File: src/sv/bhts_pkg.sv
package bhts_pkg;

    localparam int DEF_HISTORY_DEPTH = 64;

    localparam int ERR_W  = 16;
    localparam int LOAD_W = 7;
    localparam int LAT_W  = 24;
    localparam int TOT_W  = 32;
    localparam int HELD_W = 7;

    localparam int APB_ADDR_W = 5;
    localparam int APB_DATA_W = 32;

    localparam int ROOT_IN_W = 2 * LAT_W;

    typedef struct packed {
        logic capture;
        logic fetch;
        logic sub;
        logic add;
        logic mean_start;
        logic mean_sq;
        logic nm;
        logic var_start;
        logic root_start;
        logic out_load;
    } t_cmd;

    typedef struct packed {
        logic div_done;
        logic root_done;
        logic out_free;
    } t_status;

endpackage

File: src/sv/bhts_ctrl.sv
module bhts_ctrl (
    input  logic              i_clk,
    input  logic              i_rst_n,
    input  logic              i_in_valid,
    output logic              o_in_ready,
    input  bhts_pkg::t_status i_status,
    output bhts_pkg::t_cmd    o_cmd
);
    import bhts_pkg::*;

    localparam logic [3:0] S_IDLE   = 4'd0;
    localparam logic [3:0] S_FETCH  = 4'd1;
    localparam logic [3:0] S_SUB    = 4'd2;
    localparam logic [3:0] S_ADD    = 4'd3;
    localparam logic [3:0] S_MSTART = 4'd4;
    localparam logic [3:0] S_MWAIT  = 4'd5;
    localparam logic [3:0] S_MSQ    = 4'd6;
    localparam logic [3:0] S_NM     = 4'd7;
    localparam logic [3:0] S_VSTART = 4'd8;
    localparam logic [3:0] S_VWAIT  = 4'd9;
    localparam logic [3:0] S_RWAIT  = 4'd10;
    localparam logic [3:0] S_OUT    = 4'd11;

    logic [3:0] r_state;
    logic [3:0] n_state;

    always_ff @(posedge i_clk) begin
        if (!i_rst_n) begin
            r_state <= S_IDLE;
        end else begin
            r_state <= n_state;
        end
    end

    always_comb begin
        n_state = r_state;
        o_cmd   = '0;
        case (r_state)
            S_IDLE: begin
                if (i_in_valid) begin
                    o_cmd.capture = 1'b1;
                    n_state       = S_FETCH;
                end
            end
            S_FETCH: begin
                o_cmd.fetch = 1'b1;
                n_state     = S_SUB;
            end
            S_SUB: begin
                o_cmd.sub = 1'b1;
                n_state   = S_ADD;
            end
            S_ADD: begin
                o_cmd.add = 1'b1;
                n_state   = S_MSTART;
            end
            S_MSTART: begin
                o_cmd.mean_start = 1'b1;
                n_state          = S_MWAIT;
            end
            S_MWAIT: begin
                if (i_status.div_done) begin
                    n_state = S_MSQ;
                end
            end
            S_MSQ: begin
                o_cmd.mean_sq = 1'b1;
                n_state       = S_NM;
            end
            S_NM: begin
                o_cmd.nm = 1'b1;
                n_state  = S_VSTART;
            end
            S_VSTART: begin
                o_cmd.var_start = 1'b1;
                n_state         = S_VWAIT;
            end
            S_VWAIT: begin
                if (i_status.div_done) begin
                    o_cmd.root_start = 1'b1;
                    n_state          = S_RWAIT;
                end
            end
            S_RWAIT: begin
                if (i_status.root_done) begin
                    n_state = S_OUT;
                end
            end
            S_OUT: begin
                if (i_status.out_free) begin
                    o_cmd.out_load = 1'b1;
                    n_state        = S_IDLE;
                end
            end
            default: begin
                n_state = S_IDLE;
            end
        endcase
    end

    assign o_in_ready = (r_state == S_IDLE);

endmodule

File: config.mk
export PLATFORM = sky130hd
export DESIGN_NAME = bhts_ctrl
export DESIGN_NICKNAME = d
export VERILOG_FILES = /design/src/sv/bhts_pkg.sv /design/src/sv/bhts_ctrl.sv
export SDC_FILE = /design/constraint.sdc
export NUM_CORES = 1
export LEC_CHECK = 0
export BUFFER_PORTS_ARGS = -buffer_cell sky130_fd_sc_hd__buf_2
export CAP_MARGIN = 20
export CORE_AREA = 2 2 39 41
export DETAILED_ROUTE_END_ITERATION = 8
export DIE_AREA = 0 0 41 43
export SLEW_MARGIN = 20
export SYNTH_ARGS = -nofsm -noshare
export SYNTH_HDL_FRONTEND = slang
export SYNTH_SLANG_ARGS = --single-unit
export TNS_END_PERCENT = 1
File: constraint.sdc
create_clock -name i_clk -period 1.92 [get_ports i_clk]
set_input_delay 0.384 -clock i_clk [delete_from_list [all_inputs] [get_ports i_clk]]
set_output_delay 0.384 -clock i_clk [all_outputs]
set_load 0.005 [all_outputs]
Word-level counts from Yosys, hierarchy flattened:

Index checks and enable logic that the tools add are counted.

* flip-flop bits (word level): 4
* latch bits: 0
* memory bits (writable): 0
* bits in read-only memories: 0
* bits of input ports: 6
* output and inout port bits: 11
* memories kept: 0

* $add $sub $neg: 0
* multiply operators: 0
* div/mod/pow operators: 0
* order comparisons: 0
* equality and inequality tests: 16
* shifts and indexed selects: 0
* mux-type cells: 19
* bitwise gates (word level): 0
* reduce and logical (&&, ||, !) cells: 2

Operator list (number)
* case mux 4 bit (12 select lines): 1
* two-way mux 4 bit: 5
* == test 4 x 3 -> 1 bit, second input constant: 4
* == test 4 bit, second input constant: 4
* two-way mux 1 bit: 13
* inequality test 2 bit, second input constant: 5
* == test 4 x 2 -> 1 bit, second input constant: 2
* AND reduction 5 bit: 1
* == test 4 x 1 -> 1 bit, second input constant: 1
* zero test 4 bit: 1

Depth between registers and ports, before layout:

* depth after elaboration: 3
* depth in mapped cells: 4

Least setup slack after synthesis:

Ideal clock, no wire load.

* path type: reg-to-output
* from: register r_state[3]
* to: output o_cmd[9] in the netlist's numbering
* arrival: 1.084 ns
* data required time: 1.536 ns
* slack: 0.452 ns
* stages on the path, launching flop included: 4
* buffers on the path: 1
* path through: dfxtp_1 clkbuf_1 nor4_1 and2_1

RTL lines
* from (decl): RTL line bhts_ctrl.sv:24 `logic [3:0] r_state;`
* from (signal assigned): RTL line bhts_ctrl.sv:31 `r_state <= n_state;`
* to (decl): RTL line bhts_ctrl.sv:7 `output bhts_pkg::t_cmd o_cmd`

==> out/results.ini <==
[grt]
gr-total-overflow = 0
grt_pass1_vias = 354
grt_max_degree = 16
grt_pass1_wl_um = 1430
grt.total_usage_pct = 11.9
antenna_found_initial = 0

[cells_and_area]
syn_to_final_growth_pct = 31.4
design_area_um2 = 460
regMostFlops = r_state
largest_reg_flops = 4
final_nets = 73
fillers = 157
drive_above_1_share_pct = 35.4
top_regs = r_state: 4 flops
antenna_cells = 0

[sta]
clock.fmax_mhz = 571
slew_headroom_pct = 65.7
fin_crit_ns = 1.75
fin_crit_sh_pct = 91.2
hold_violations = 0
fin_worst_skew_ns = 0.00309
finalWorstSetupSlack_ns = 0.169
worstMarginPinSlew_ns = 0.515
setup_tns_ns = 0
final-max-slew-violation-count = 0
setup_viol = 0
rsz0062_at_grt = no

[pwr]
p_leak_nw = 0.204
p_total_uw = 326
ir_worst_vdd_v = 0.000327
powerDensity_nw_per_um2 = 709

[yosys]
synth_cell_type_count = 26
synth_cells = 50
yosysSeqAreaShare_pct = 22.9
synth_nets = 56
netlist_area_um2 = 350
syn_avg_cell_area_um2 = 7.01
ys_ff_latch = 4
ys_warn_count = 0

[detailed_routing]
drt_iter0_markers = 12
wl_um = 856
wl_per_cell_um = 10.6
num_vias = 413
antenna_left = 0
post-route-drc-count = 0
first_pass_iters = 4
routed_via_density = 5.10

[floorplanning]
coreArea_um2 = 1380
die_w_um = 41
io_pins = 17
row_count = 14
start_util_pct = 25.3
die_area_um2 = 1760
fp.dieH_um = 43

[setup_path]
critical_path_class = reg -> out
rr_endpoint = r_state[0]
critPathMaxFanout = 15
worstReg2RegStart = r_state[2]
start_kind = flip-flop
critPathRequiredTime_ns = 1.54
critical_path.endpoint_type = output port
r2r_setup_slack_ns = 0.22
ff2ff_path_depth = 4
cp.arrival_ns = 1.37

[place]
place_congestion = 0.709
io_buffers = 16
dp_hpwl_um = 625
dpl_worst_slack_ns = 0.232
place_area_um2 = 435

[clocking]
cts.clk_slew.worst_paths_ns = 0.03
insertion_delay_ns = 0.23
postCtsHoldBufs = 0
cts_tree = yes
numCtsBuffers = 3
root_buffer = clkbuf_4
cts_max_level = 1
clk_path_buf_depth = 2
cts.sinks = 4

[min_path]
hold_depth = 2
hp-start = i_rst_n
hold_path.class = in -> reg
holdPathEnd = r_state[3]

[job]
max_cap_violations = 0

[status]
outcome = finished, final reports clean

cell usage after synthesis, drive strengths merged:
master / n / area [µm²]
nand2: 7 / 26.3
nor3: 2 / 10.0
o41a: 1 / 11.3
xor2: 1 / 8.76
nor2b: 1 / 6.26
or3: 1 / 6.26
and2: 1 / 6.26
nor2: 7 / 26.3
nand4b: 1 / 8.76
a21boi: 1 / 7.51
nand2b: 1 / 6.26
or4: 1 / 7.51
or4b: 1 / 10.0
a21oi: 4 / 23.8
o22ai: 1 / 6.26
dfxtp: 4 / 80.1
and3: 2 / 17.5
o21ai: 1 / 5.00
nor3b: 2 / 15.0
xnor2: 1 / 8.76
nor4: 2 / 12.5
o21a: 1 / 7.51
nor4b: 2 / 17.5
clkbuf: 4 / 15.0
critical path: stages, from the launching register on:
cell and delay [ns]:
dfxtp_1 0.60, nor2b_1 0.24, nand2_1 0.08, nor2_1 0.09, buf_2 0.12
cells in the final DEF (no fill, tap or decap), types with 2 or more instances in the layout:
| master | instances |
|---|---|
| buf_2 | 16 |
| nor2_1 | 7 |
| nand2_1 | 7 |
| a21oi_1 | 3 |
| clkbuf_4 | 3 |
| nor4b_1 | 2 |
| nor3_1 | 2 |
| nor3b_1 | 2 |
| nor4_1 | 2 |
| dfxtp_2 | 2 |
| dfxtp_1 | 2 |
report_power, final:
| part | internal, mW | leakage (nW) | switching (mW) | total, mW |
|---|---|---|---|---|
| combinational | 0.0538 | 0.157 | 0.0441 | 0.0979 |
| clock | 0.0696 | 0.0138 | 0.0309 | 0.101 |
| sequential | 0.0952 | 0.0333 | 0.0325 | 0.128 |
| total | 0.219 | 0.204 | 0.108 | 0.326 |
routing by layer:
layer | share of wire [%] | vias to the layer above | track usage (%)
met1 | 47 | 187 | 15.9
li1 | - | 212 | -
met2 | 45 | 12 | 15.9
met4 | 2.0 | 0 | 6.00
met5 | 0 | - | 0
met3 | 6.5 | 2 | 4.71
kinds of logic (layout without fill, tap and decap cells):
group	count (synthesis)	after routing	synth area share, %
and+or+nand+nor	31	31	50.4
AOI/OAI and AO/OA	9	9	17.5
DFF	4	4	22.9
buffers and inverters	4	19	4.28
xor gates and xnor gates	2	2	5.00
through the flow:
step	hold WS, ns	std cells	utilization (%)
after floorplan	0.501	50	-
after global placement	0.621	78	31.5
after detailed placement	0.629	78	31.5
after CTS	0.413	81	33.1
after global routing	0.421	81	33.3
final	0.417	81	33.3
layout make-up:
cell class	count	area, µm²	area share (%)
Clock buffer	3	22.5	4.89
Multi-Input combinational cell	42	255	55.4
Tap cell	16	20.0	4.35
Timing Repair Buffer	16	80.1	17.4
Sequential cell	4	82.6	17.9
timing repair:
| item | 4_1_cts | 5_1_grt |
|---|---|---|
| resized for setup | 0 | 2 |
| setup endpoints to repair | 0 | 1 |
| setup buffers | 0 | 0 |
worst max path at each step:
stage / from / to / slack [ns] / depth (start not counted)
after floorplan: r_state[3] / o_cmd[9] / 0.45 / 3
after detailed placement: r_state[2] / r_state[0] / 0.23 / 4
after global placement: r_state[2] / r_state[0] / 0.27 / 4
final: r_state[3] / o_cmd[0] / 0.17 / 4
after global routing: r_state[3] / o_cmd[0] / 0.05 / 4
after CTS: r_state[0] / o_cmd[3] / 0.08 / 3
(Power assumes the default switching activity.)
